==> src/rtl/gfbp_pkg.sv <==
// Types, constants and helpers for the gshare FSM branch predictor.
package gfbp_pkg;

   localparam int STATE_W = 3;
   localparam int TRANS_W = 24;
   localparam int COUNT_W = 32;
   localparam int CSR_DATA_W = 32;
   localparam int CSR_ADDR_W = 3;

   localparam logic [TRANS_W-1:0] TAKEN_RESET     = 24'd13819846;
   localparam logic [TRANS_W-1:0] NOT_TAKEN_RESET = 24'd7218185;

   typedef logic [STATE_W-1:0] entry_type;
   typedef logic [TRANS_W-1:0] trans_type;

   typedef enum logic {
      REG_TAKEN     = 1'b0,
      REG_NOT_TAKEN = 1'b1
   } reg_index_type;

   typedef enum logic [1:0] {
      ST_CLEAR = 2'b01,
      ST_RUN   = 2'b10
   } state_type;

   // Pick the 3-bit next state for the current entry out of a packed table.
   function automatic entry_type next_state(input trans_type tbl, input entry_type cur);
      return tbl[cur*STATE_W +: STATE_W];
   endfunction

endpackage

==> src/rtl/gshare_fsm_branch_predictor.sv <==
// Gshare branch predictor with 3-bit pattern entries driven by configurable FSM tables.
//
// Usage:
//   Request channel: drive req_branch_addr_low and req_taken with start high; the
//   request is taken at a rising edge where start is high and busy is low.
//   Result channel: rsp_valid is high for exactly one cycle with the prediction,
//   the hit flag and both running counts. The receiver cannot stall it.
//   Pipeline: the request edge reads the table and loads the stage 1 registers;
//   the update and result registers follow, and then the result is on the ports.
//   Throughput: one request per cycle while busy is low; the table is read
//   ahead of its write, and the entry written by the previous request is
//   forwarded when both hit the same entry.
//   Configuration: APB-style port, taken table at byte 0, not-taken table at
//   byte 4; write only while idle. pready is always high.
//   Reset: synchronous, active high. It clears history, counters and the tables
//   to their defaults, then a clearing pass zeroes the pattern table one entry a
//   cycle across all 2**INDEX_BITS entries, with busy high; configuration writes
//   are still taken during the pass.
module gshare_fsm_branch_predictor
   import gfbp_pkg::*;
#(
   parameter int INDEX_BITS = 6
) (
   input  logic                  clock,
   input  logic                  reset,
   input  logic                  start,
   output logic                  busy,
   input  logic [6:0]            req_branch_addr_low,
   input  logic                  req_taken,
   output logic                  rsp_valid,
   output logic                  rsp_predicted_taken,
   output logic                  rsp_hit,
   output logic [COUNT_W-1:0]    rsp_branch_count,
   output logic [COUNT_W-1:0]    rsp_hit_count,
   input  logic                  psel,
   input  logic                  penable,
   input  logic                  pwrite,
   input  logic [CSR_ADDR_W-1:0] paddr,
   input  logic [CSR_DATA_W-1:0] pwdata,
   output logic [CSR_DATA_W-1:0] prdata,
   output logic                  pready
);

   localparam int DEPTH = 1 << INDEX_BITS;

   typedef logic [INDEX_BITS-1:0] index_type;

   entry_type pattern_mem [DEPTH];

   state_type     state_ff, state_in;
   index_type     clr_idx_ff, clr_idx_in;
   index_type     hist_ff, hist_in;
   trans_type     taken_tbl_ff, taken_tbl_in;
   trans_type     not_taken_tbl_ff, not_taken_tbl_in;
   logic          s1_valid_ff;
   index_type     s1_idx_ff;
   logic          s1_taken_ff;
   logic          fwd_ff, fwd_in;
   entry_type     fwd_state_ff;
   entry_type     mem_rd_ff;
   logic          rsp_valid_ff;
   logic          rsp_pred_ff, rsp_pred_in;
   logic          rsp_hit_ff, rsp_hit_in;
   logic [COUNT_W-1:0] branch_cnt_ff, branch_cnt_in;
   logic [COUNT_W-1:0] hit_cnt_ff, hit_cnt_in;

   logic          accept;
   logic          csr_write;
   reg_index_type csr_sel;
   index_type     idx_in;
   entry_type     cur_state;
   entry_type     upd_state;

   assign busy      = (state_ff != ST_RUN);
   assign accept    = start && !busy;
   assign pready    = 1'b1;
   assign csr_write = psel && penable && pwrite;
   assign csr_sel   = reg_index_type'(paddr[2]);

   // Address bits 6..1 are zero-extended or cut to the table index width.
   assign idx_in  = INDEX_BITS'(req_branch_addr_low[6:1]) ^ hist_ff;
   assign hist_in = accept ? {hist_ff[INDEX_BITS-2:0], req_taken} : hist_ff;
   assign fwd_in  = s1_valid_ff && (s1_idx_ff == idx_in);

   // Stage 1: take the forwarded entry when the previous request wrote it.
   assign cur_state   = fwd_ff ? fwd_state_ff : mem_rd_ff;
   assign rsp_pred_in = cur_state[2] ^ cur_state[1];
   assign rsp_hit_in  = (rsp_pred_in == s1_taken_ff);
   assign upd_state   = next_state(s1_taken_ff ? taken_tbl_ff : not_taken_tbl_ff, cur_state);

   always_comb begin
      branch_cnt_in = branch_cnt_ff;
      hit_cnt_in    = hit_cnt_ff;
      if (s1_valid_ff) begin
         branch_cnt_in = branch_cnt_ff + 1'b1;
         hit_cnt_in    = hit_cnt_ff + COUNT_W'(rsp_hit_in);
      end
   end

   always_comb begin
      state_in   = state_ff;
      clr_idx_in = clr_idx_ff;
      unique case (state_ff)
         ST_CLEAR: begin
            clr_idx_in = clr_idx_ff + 1'b1;
            if (clr_idx_ff == index_type'(DEPTH - 1)) state_in = ST_RUN;
         end
         ST_RUN: begin
            clr_idx_in = clr_idx_ff;
         end
         default: begin
            state_in = ST_CLEAR;
         end
      endcase
   end

   always_comb begin
      taken_tbl_in     = taken_tbl_ff;
      not_taken_tbl_in = not_taken_tbl_ff;
      if (csr_write) begin
         unique case (csr_sel)
            REG_TAKEN:     taken_tbl_in     = pwdata[TRANS_W-1:0];
            REG_NOT_TAKEN: not_taken_tbl_in = pwdata[TRANS_W-1:0];
            default:       taken_tbl_in     = taken_tbl_ff;
         endcase
      end
   end

   always_comb begin
      unique case (csr_sel)
         REG_TAKEN:     prdata = CSR_DATA_W'(taken_tbl_ff);
         REG_NOT_TAKEN: prdata = CSR_DATA_W'(not_taken_tbl_ff);
         default:       prdata = '0;
      endcase
   end

   // Pattern table: one write port (clear or update), one registered read port.
   always_ff @(posedge clock) begin
      if (state_ff == ST_CLEAR) begin
         pattern_mem[clr_idx_ff] <= '0;
      end else if (s1_valid_ff) begin
         pattern_mem[s1_idx_ff] <= upd_state;
      end
   end

   always_ff @(posedge clock) begin
      if (accept) begin
         mem_rd_ff <= pattern_mem[idx_in];
      end
   end

   // Payload registers.
   always_ff @(posedge clock) begin
      if (accept) begin
         s1_idx_ff    <= idx_in;
         s1_taken_ff  <= req_taken;
         fwd_ff       <= fwd_in;
         fwd_state_ff <= upd_state;
      end
      if (s1_valid_ff) begin
         rsp_pred_ff <= rsp_pred_in;
         rsp_hit_ff  <= rsp_hit_in;
      end
   end

   // Control registers.
   always_ff @(posedge clock) begin
      if (reset) begin
         state_ff         <= ST_CLEAR;
         clr_idx_ff       <= '0;
         hist_ff          <= '0;
         taken_tbl_ff     <= TAKEN_RESET;
         not_taken_tbl_ff <= NOT_TAKEN_RESET;
         s1_valid_ff      <= 1'b0;
         rsp_valid_ff     <= 1'b0;
         branch_cnt_ff    <= '0;
         hit_cnt_ff       <= '0;
      end else begin
         state_ff         <= state_in;
         clr_idx_ff       <= clr_idx_in;
         hist_ff          <= hist_in;
         taken_tbl_ff     <= taken_tbl_in;
         not_taken_tbl_ff <= not_taken_tbl_in;
         s1_valid_ff      <= accept;
         rsp_valid_ff     <= s1_valid_ff;
         branch_cnt_ff    <= branch_cnt_in;
         hit_cnt_ff       <= hit_cnt_in;
      end
   end

   assign rsp_valid           = rsp_valid_ff;
   assign rsp_predicted_taken = rsp_pred_ff;
   assign rsp_hit             = rsp_hit_ff;
   assign rsp_branch_count    = branch_cnt_ff;
   assign rsp_hit_count       = hit_cnt_ff;

endmodule

==> config.mk <==
export PLATFORM = sky130hd
export DESIGN_NAME = gshare_fsm_branch_predictor
export DESIGN_NICKNAME = d
export VERILOG_FILES = /design/src/rtl/gfbp_pkg.sv /design/src/rtl/gshare_fsm_branch_predictor.sv
export SDC_FILE = /design/constraint.sdc
export NUM_CORES = 1
export LEC_CHECK = 0
export BUFFER_PORTS_ARGS = -buffer_cell sky130_fd_sc_hd__buf_2
export CAP_MARGIN = 15
export CELL_PAD_IN_SITES_DETAIL_PLACEMENT = 1
export CELL_PAD_IN_SITES_GLOBAL_PLACEMENT = 2
export CORE_ASPECT_RATIO = 0.75
export CORE_MARGIN = 4
export CORE_UTILIZATION = 40
export DETAILED_ROUTE_END_ITERATION = 12
export HOLD_SLACK_MARGIN = 0.03
export PLACE_DENSITY_LB_ADDON = 0.1
export SLEW_MARGIN = 40
export SYNTH_ARGS = -nofsm -noshare
export SYNTH_HDL_FRONTEND = slang
export SYNTH_SLANG_ARGS = --single-unit
==> constraint.sdc <==
create_clock -name clock -period 3.42 [get_ports clock]
set_input_delay 0.171 -clock clock [delete_from_list [all_inputs] [get_ports clock]]
set_output_delay 0.171 -clock clock [all_outputs]
set_load 0.02 [all_outputs]
* Word level (Yosys, flattened, before mapping) *
Memories as Yosys holds them, arrays and structs flattened. A register that Yosys moved wholly into a read port is not among the register bits.
Cells that the tools add are included.

storage, ports and cells
  register bits after elaboration = 141
  bits in writable memories = 192
  input port bits = 49
  word-level logic and storage cells = 54
  memories = 1

operators by class
  $add $sub $neg = 3
  multipliers = 1
  equality and inequality tests = 7
  shifts and indexed selects = 1
  multiplexer cells = 13
  bitwise gates (word level) = 4
  reductions and logical operators = 9

memory list
  memory       words  bits a word  read ports  clocked after memory_dff  write ports  RTL line                           source
  pattern_mem  64     3            1           1                         1            gshare_fsm_branch_predictor.sv:48  entry_type pattern_mem [DEPTH];

operators by type and width
  operator                                              number
  one-hot mux 32 bit (2 select lines)                   1
  adder 32 x 1 -> 32 bit                                1
  adder 32 x 1 -> 32 bit (second input constant)        1
  2-to-1 mux 24 bit                                     1
  indexed part select 24 x 6 -> 3 bit                   1
  adder 6 x 1 -> 6 bit (second input constant)          1
  equality test 6 bit                                   1
  equality test 6 bit (second input constant)           1
  2-to-1 mux 1 bit                                      6
  2-to-1 mux 3 bit                                      2
  2-to-1 mux 6 bit                                      1
  AND reduction 2 bit                                   3
  bitwise XOR 6 bit                                     1
  multiplier 3 x 2 -> 5 bit (second input constant)     1
  logical AND 1 bit                                     4
  inequality test 2 bit (second input constant)         2
  one-hot mux 2 bit (2 select lines)                    1
  OR reduction 3 bit                                    1
  equality test 2 x 1 -> 1 bit (second input constant)  1
  equality test 2 bit (second input constant)           1
  2-to-1 mux 2 bit                                      1
  inverter 1 bit                                        2
  equality test 1 bit                                   1
  zero test 1 bit                                       1
  bitwise XOR 1 bit                                     1

* Logic depth before layout (Yosys ltp) *
Gate-level depths: netlist of the first run.

  depth after elaboration = 5
  mapped depth = 12

* Worst setup path before layout of the first run *
Ideal clock, no wire load.

  path type = reg-to-reg
  start point = register fwd_ff
  end point = memory pattern_mem[0][1] (netlist name) (data pin)
  library setup time = 367 ps
  arrival = 2629 ps
  required time = 3053 ps
  setup slack = 424 ps
  stages on the path, launching flop included = 7
  path buffers = 1
  cells stage by stage = edfxtp_1 -> mux2i_4 -> buf_6 -> mux2i_1 -> mux4_2 -> a21oi_2 -> and2_1

on the way
  word-level cells in the longest chain between the ends = 4

ends and longest elaborated chain
  what                                 RTL line                            source
  start: declaration                   gshare_fsm_branch_predictor.sv:58   logic fwd_ff, fwd_in;
  start signal: assignment             gshare_fsm_branch_predictor.sv:157  fwd_ff <= fwd_in;
  2-to-1 mux 3 bit                     gshare_fsm_branch_predictor.sv:86   assign cur_state = fwd_ff ? fwd_state_ff : mem_rd_ff;
  multiplier 3 x 2 -> 5 bit            gfbp_pkg.sv:28                      return tbl[cur*STATE_W +: STATE_W];
  indexed part select 24 x 6 -> 3 bit  gfbp_pkg.sv:28
  named net upd_state[1]               gshare_fsm_branch_predictor.sv:72   entry_type upd_state;
  2-to-1 mux 3 bit (no source line)    n/a
  end: declaration                     gshare_fsm_branch_predictor.sv:48

The timed path passes the listed nets, and every way through them passes these cells.

* Worst setup path after layout of the first run *
  start point = register fwd_ff
  end point = register hit_cnt_ff[30] (netlist: rsp_hit_count[30])

on the way
  word-level cells in the longest chain between the ends = 4

ends and longest elaborated chain
  what                    RTL line                            source
  2-to-1 mux 3 bit        gshare_fsm_branch_predictor.sv:86
  bitwise XOR 1 bit       gshare_fsm_branch_predictor.sv:87   assign rsp_pred_in = cur_state[2] ^ cur_state[1];
  named net rsp_pred_in   gshare_fsm_branch_predictor.sv:62   logic rsp_pred_ff, rsp_pred_in;
  equality test 1 bit     gshare_fsm_branch_predictor.sv:88   assign rsp_hit_in = (rsp_pred_in == s1_taken_ff);
  named net rsp_hit_in    gshare_fsm_branch_predictor.sv:63   logic rsp_hit_ff, rsp_hit_in;
  adder 32 x 1 -> 32 bit  gshare_fsm_branch_predictor.sv:96   hit_cnt_in = hit_cnt_ff + COUNT_W'(rsp_hit_in);
  end signal: assignment  gshare_fsm_branch_predictor.sv:187  hit_cnt_ff <= hit_cnt_in;
  end: declaration        gshare_fsm_branch_predictor.sv:65   logic [COUNT_W-1:0] hit_cnt_ff, hit_cnt_in;

The timed path passes the listed nets, and every way through them passes these cells.
A chain may end at the register's enable or synchronous reset.

==> results of run 1 <==
-- layout make-up --
cell class	instances	area (sq um)
sequential	336	8810
inverter	18	68.8
fill	3693	18100
multi-input combinational	748	5210
tap	457	572
antenna	1	2.50
clock buffer	46	1010
clock inverter	21	106
timing repair buffer	179	1120
-- state kept, by name, indices dropped and copies added (netlist names) --
| signal | flops |
|---|---|
| clr_idx_ff | 6 |
| fwd_ff | 1 |
| fwd_state_ff | 3 |
| hist_ff | 6 |
| mem_rd_ff | 3 |
| not_taken_tbl_ff | 24 |
| pattern_mem | 192 |
| rsp_branch_count | 32 |
| rsp_hit | 1 |
| rsp_hit_count | 32 |
| rsp_predicted_taken | 1 |
| rsp_valid | 1 |
| s1_idx_ff | 6 |
| s1_taken_ff | 1 |
| s1_valid_ff | 1 |
| state_ff | 2 |
| taken_tbl_ff | 24 |
-- routing by layer --
layer / vias up / wire length (um) / part of all wire [%] / GRT usage [%]
met1: 4749 / 17700 / 48 / 27.9
met4: 0 / 568 / 1.5 / 4.18
li1: 4470 / - / - / -
met5: - / 0 / 0 / 0
met2: 168 / 17200 / 47 / 30.2
met3: 44 / 1510 / 4.1 / 2.99
-- cells by family after synthesis --
logic type / count (synthesis)
AND/OR/NAND/NOR: 474
flip-flops: 336
multiplexers: 101
AO/OA/AOI/OAI: 88
buffers and inverters: 75
XOR/XNOR: 71
adder cells (fa/ha/maj): 5
other: 2
-- worst max-delay path, stage by stage, from the launching register on --
cell and delay (ns):
edfxtp_1 0.47, mux2i_1 0.34, xor2_1 0.29, xnor2_1 0.18, ha_1 0.26, ha_1 0.18
nand4_1 0.25, nor4_2 0.22, buf_4 0.18, nand2_1 0.09, or3_1 0.33, a21oi_1 0.13
-- where the power goes --
part	switching (mW)	leakage, nW	internal, mW
logic	0.253	2.58	0.157
registers	0.0219	3.13	4.29
clock network	1.60	0.549	2.10
total	1.87	6.26	6.55
-- layout by cell type, fill, tap and decap left out, drive strengths merged, types with 29 or more instances in the layout --
cell and count:
clkbuf 46, xor2 47, buf 154, nand2 195
edfxtp 208, nor2 136, mux4 58, nand3b 29
nand3 37, dfxtp 128, a21oi 46
-- stage by stage --
stage / power, mW / util, %
final: 8.42 / 48.3
after global routing: 8.76 / 48.3
after CTS: 8.53 / 48.3
after detailed placement: 4.79 / 44.4
after global placement: 4.78 / 44.4
after floorplan: 4.64 / -
-- worst paths after layout --
check                  startpoint                    to  slack [ns]
max                        fwd_ff     rsp_hit_count[30]        0.40
min                         start           s1_valid_ff        0.17
max reg2reg                fwd_ff     rsp_hit_count[30]        0.40
min reg2reg  not_taken_tbl_ff[20]  not_taken_tbl_ff[20]        0.47
==> impl_metrics.json, run 1 <==
{
  "area_growth_pct": 18.1,
  "setup_viol": 0,
  "die_h_um": 172,
  "htree_levels": 2,
  "drt_wl_total_um": 37000,
  "reg2reg_depth": 11,
  "placed_cells": 1713,
  "drtIter0Drc": 635,
  "synthCells": 1152,
  "hp-class": "input pin to flop",
  "synthAdderAreaFrac_pct": 0.437,
  "cts_resized": 0,
  "synth.distinct_cells": 52,
  "slew_headroom_pct": 50.2,
  "synth_compound_area_share_pct": 3.61,
  "cp_max_fo": 6,
  "yosys_warnings": 0,
  "synth_top_area_share_pct": 43.6,
  "dp_hpwl_um": 24900,
  "drc": 0,
  "synthSimpleGateAreaFrac_pct": 15.0,
  "worstPathArrival_ns": 3.46,
  "nets": 1374,
  "hold_slack_ns": 0.170,
  "io_pins": 150,
  "firstDrtPassIters": 5,
  "core-area_sq_um": 35000,
  "max_slew.worst_pin.slew_ns": 0.743,
  "setup-tns-final_ns": 0,
  "worstSetupPathType": "flop to flop",
  "grt_first_pass_wirelength_um": 57600,
  "row_count": 59,
  "grt_usage_pct": 19.0,
  "synth.avg_cell_area_sq_um": 12.4,
  "cts-buffers-inserted": 37,
  "fin_crit_ns": 3.02,
  "clk_pin_slew_worst_paths_ns": 0.06,
  "dieWidth_um": 226,
  "hold_depth": 3,
  "ys.flop_type": "edfxtp_1",
  "fin_crit_sh_pct": 88.3,
  "placed_area_sq_um": 15500,
  "wl_per_cell_um": 20.5,
  "peakVddDrop_uv": 278,
  "initial_core_util_pct": 40.9,
  "end_kind": "flop",
  "yosys-top-cells-count": "edfxtp_1, nand2_1, nor2_1",
  "hold_violations": 0,
  "viasPerCell": 5.22,
  "yosysMostFrequentCell": "edfxtp_1",
  "overflow": 0,
  "synthMuxAreaShare_pct": 12.5,
  "postRouteAntennaNets": 0,
  "synth_xor_area_share_pct": 4.45,
  "cts_buffer_depth": 3,
  "pre_cts_slack_ns": 0.431,
  "cts_tree": "yes",
  "cp.required_ns": 3.86,
  "cp-start-kind": "flop",
  "leakagePower_nw": 6.26,
  "dr_total_vias": 9431,
  "synth_top_family_by_area": "simple AND/OR/NAND/NOR gates",
  "drive_above_1_share_pct": 22.8,
  "cap_violations": 0,
  "globalplace.congestion": 0.767,
  "cts_hold_buf": 25,
  "seq_area_frac_synth_pct": 61.5,
  "grt_max_degree": 66,
  "clkLatencyLatePin_ns": 0.53,
  "synth_edf_count": 208,
  "status": "finished, final reports clean",
  "netlist_area_sq_um": 14300,
  "async_reset_ff_share_pct": 0,
  "finalInstanceArea_sq_um": 16900,
  "fin_cells": 1806,
  "finalMaxSlewViolations": 0,
  "cellPowerDensity_nw_per_um2": 498,
  "synthTopCellsByArea": "edfxtp_1, dfxtp_1, mux4_2, nand2_1, nor2_1",
  "synth_largest_area_cell": "edfxtp_1",
  "postCtsSetupBuffers": 0,
  "clockRootBuffer": "clkbuf_16",
  "port_buffers": 129,
  "fin_ws_ns": 0.399,
  "grt_antenna_before_repair": 1,
  "first_global_vias": 9845,
  "synth-seq-cells": 336,
  "cts.sinks": 336,
  "clock_skew_ns": 0.0268,
  "dieArea_sq_um": 38900,
  "rsz0062_at_grt": "false",
  "clock.fmax_mhz": 331
}
Power figures use the tool's default switching activity.
==> inputs of run 2 (changes only) <==
--- a/config.mk
+++ b/config.mk
@@ -11,7 +11,7 @@
 export CELL_PAD_IN_SITES_GLOBAL_PLACEMENT = 2
 export CORE_ASPECT_RATIO = 0.75
 export CORE_MARGIN = 4
-export CORE_UTILIZATION = 40
+export CORE_UTILIZATION = 36
 export DETAILED_ROUTE_END_ITERATION = 12
 export HOLD_SLACK_MARGIN = 0.03
 export PLACE_DENSITY_LB_ADDON = 0.1
==> constraint.sdc (replaced) <==
create_clock -name clock -period 2.5 [get_ports clock]
set_input_delay 0.125 -clock clock [delete_from_list [all_inputs] [get_ports clock]]
set_output_delay 0.125 -clock clock [all_outputs]
set_load 0.02 [all_outputs]
==> run 2 against run 1 <==
Against the previous run:
- the run now ends with setup timing left
- global-route usage is 0.38 points lower
- hold slack worse by 0.057 ns
- clock power increased by 45%
- register-to-register slack lost 0.48 ns
- sequential power increased by 37%
- first-iteration DRC count is 9.0% higher
==> impl_metrics.json, run 2 (same netlist as run 1, synthesis figures left out) <==
{
  "path_depth": 10,
  "globalplace.congestion": 0.796,
  "viasPerCell": 5.13,
  "grt_max_degree": 60,
  "setup-tns-final_ns": -4.18,
  "nets": 1439,
  "peakVddDrop_uv": 370,
  "startpoint": "fwd_ff",
  "ff2ff_setup_slack_ns": -0.08,
  "rsz0062_at_grt": "true",
  "seqPwrFrac_pct": 49.6,
  "wl_per_cell_um": 21.5,
  "cp-start-kind": "flop",
  "largest_reg_flops": 192,
  "clock.fmax_mhz": 388,
  "io_pins": 150,
  "r2r-end": "rsp_hit_count[30]",
  "clock_power_share_pct": 45.1,
  "wl_met2_um": 18200,
  "clkLatencyLatePin_ns": 0.54,
  "status": "complete, but fails checks",
  "cts-buffers-inserted": 37,
  "power.switching_mw": 2.65,
  "fin_ws_ns": -0.0783,
  "grt_antenna_before_repair": 3,
  "overflow": 0,
  "grt_usage_pct": 18.6,
  "netSwitchingFraction_pct": 22.3,
  "final_core_util_pct": 46.2,
  "setup_viol": 149,
  "fin_crit_ns": 2.58,
  "endpoint": "rsp_hit_count[30]",
  "worstPathArrival_ns": 3.03,
  "end_kind": "flop",
  "max_slew.worst_pin.slew_ns": 0.686,
  "worstSetupPathType": "flop to flop",
  "clk_pin_slew_worst_paths_ns": 0.06,
  "first_global_vias": 10200,
  "cts.sinks": 336,
  "dp_hpwl_um": 28500,
  "crit_family": "simple AND/OR/NAND/NOR gates",
  "hold_violations": 0,
  "drive_above_1_share_pct": 28.0,
  "die_h_um": 181,
  "violations": "setup timing",
  "slowest_delay_ns": 0.43,
  "grt_first_pass_wirelength_um": 62800,
  "fin_crit_sh_pct": 103,
  "hp-class": "input pin to flop",
  "leakagePower_nw": 6.70,
  "cp_num_buf_inv": 0,
  "dr_total_vias": 9875,
  "final_cell_mix": "edfxtp_1, nand2_1, nor2_1",
  "p_int_mw": 9.24,
  "crit_chain": "mux2i_2, xor2_2, xnor2_2, ha_2, ha_4, nand4_1, nor4_4, nand2_1, or3_1, a21oi_1",
  "core-area_sq_um": 38800,
  "htree_levels": 2,
  "postRouteAntennaNets": 0,
  "clock_skew_ns": 0.0232,
  "cp.required_ns": 2.95,
  "reg2reg_depth": 10,
  "cpMaxStageDelayCell": "edfxtp_1",
  "top_layer": "met5",
  "cp_max_fo": 3,
  "dieArea_sq_um": 43000,
  "drtIter0Drc": 692,
  "drc": 0,
  "final_common_cell": "edfxtp_1",
  "port_buffers": 129,
  "regMostFlops": "pattern_mem",
  "area_growth_pct": 25.2,
  "wl_met3_um": 2080,
  "dieWidth_um": 238,
  "cts_tree": "yes",
  "clockRootBuffer": "clkbuf_16",
  "slew_headroom_pct": 54.3,
  "row_count": 62,
  "p_comb_share_pct": 5.3,
  "r2r_start": "fwd_ff",
  "drt_wl_total_um": 41400,
  "initial_core_util_pct": 36.9,
  "finalMaxSlewViolations": 0,
  "cellPowerDensity_nw_per_um2": 663,
  "wl_met1_um": 20200,
  "firstDrtPassIters": 5,
  "cts_buffer_depth": 3,
  "cap_violations": 0
}
## run 2: layout make-up
type / instances / area [sq um]
multi-input combinational: 748 / 5360
tap: 512 / 641
clock inverter: 12 / 148
fill: 4095 / 20900
antenna: 2 / 5.00
inverter: 18 / 67.6
clock buffer: 52 / 1000
timing repair buffer: 244 / 1890
sequential: 336 / 8810
## run 2: how the worst min path moves through the flow
stage,end,startpoint,slack [ns],cells after the start
final,rsp_hit_count[23],reset,0.11,2
after global routing,s1_valid_ff,start,0.11,4
after CTS,s1_idx_ff[0],req_branch_addr_low[1],0.07,4
after detailed placement,s1_taken_ff,req_taken,0.34,1
after global placement,s1_taken_ff,req_taken,0.33,1
after floorplan,s1_taken_ff,req_taken,0.22,0
## run 2: per-layer routing
| layer | vias to the layer above | global-route usage [%] |
|---|---|---|
| met1 | 4997 | 28.0 |
| li1 | 4615 | - |
| met2 | 210 | 27.8 |
| met4 | 2 | 4.39 |
| met3 | 51 | 3.79 |
| met5 | - | 0 |
## run 2: through the flow
step	cells	hold slack, ns	total power, mW	worst slack, ns	instance area (sq um)
3_3_place_gp	1816	0.331	6.59	-0.0716	16100
5_1_grt	1924	0.113	12.3	-0.302	17900
2_1_floorplan	1159	0.224	6.35	-0.269	14400
4_1_cts	1911	0.0663	12.0	-0.106	17600
3_5_place_dp	1816	0.340	6.59	-0.130	16100
6_report	1924	0.113	11.9	-0.0783	17900
## run 2: power groups by stage
stage	Clock, mW	Sequential [mW]	Combinational (mW)
floorplan	0	6.00	0.352
global placement	0	6.01	0.575
detailed placement	0	6.01	0.578
CTS	5.51	5.89	0.613
global route	5.77	5.90	0.681
finish	5.36	5.90	0.632
## run 2: timing repair
item | in CTS | in global routing
resized for setup | 12 | 25
cloned | 0 | 7
pin swaps | 7 | 10
buffers inserted | 5 | 7
endpoints found under the setup margin | 137 | 237
hold buffers | 26 | 0
hold endpoints to repair | 51 | 0
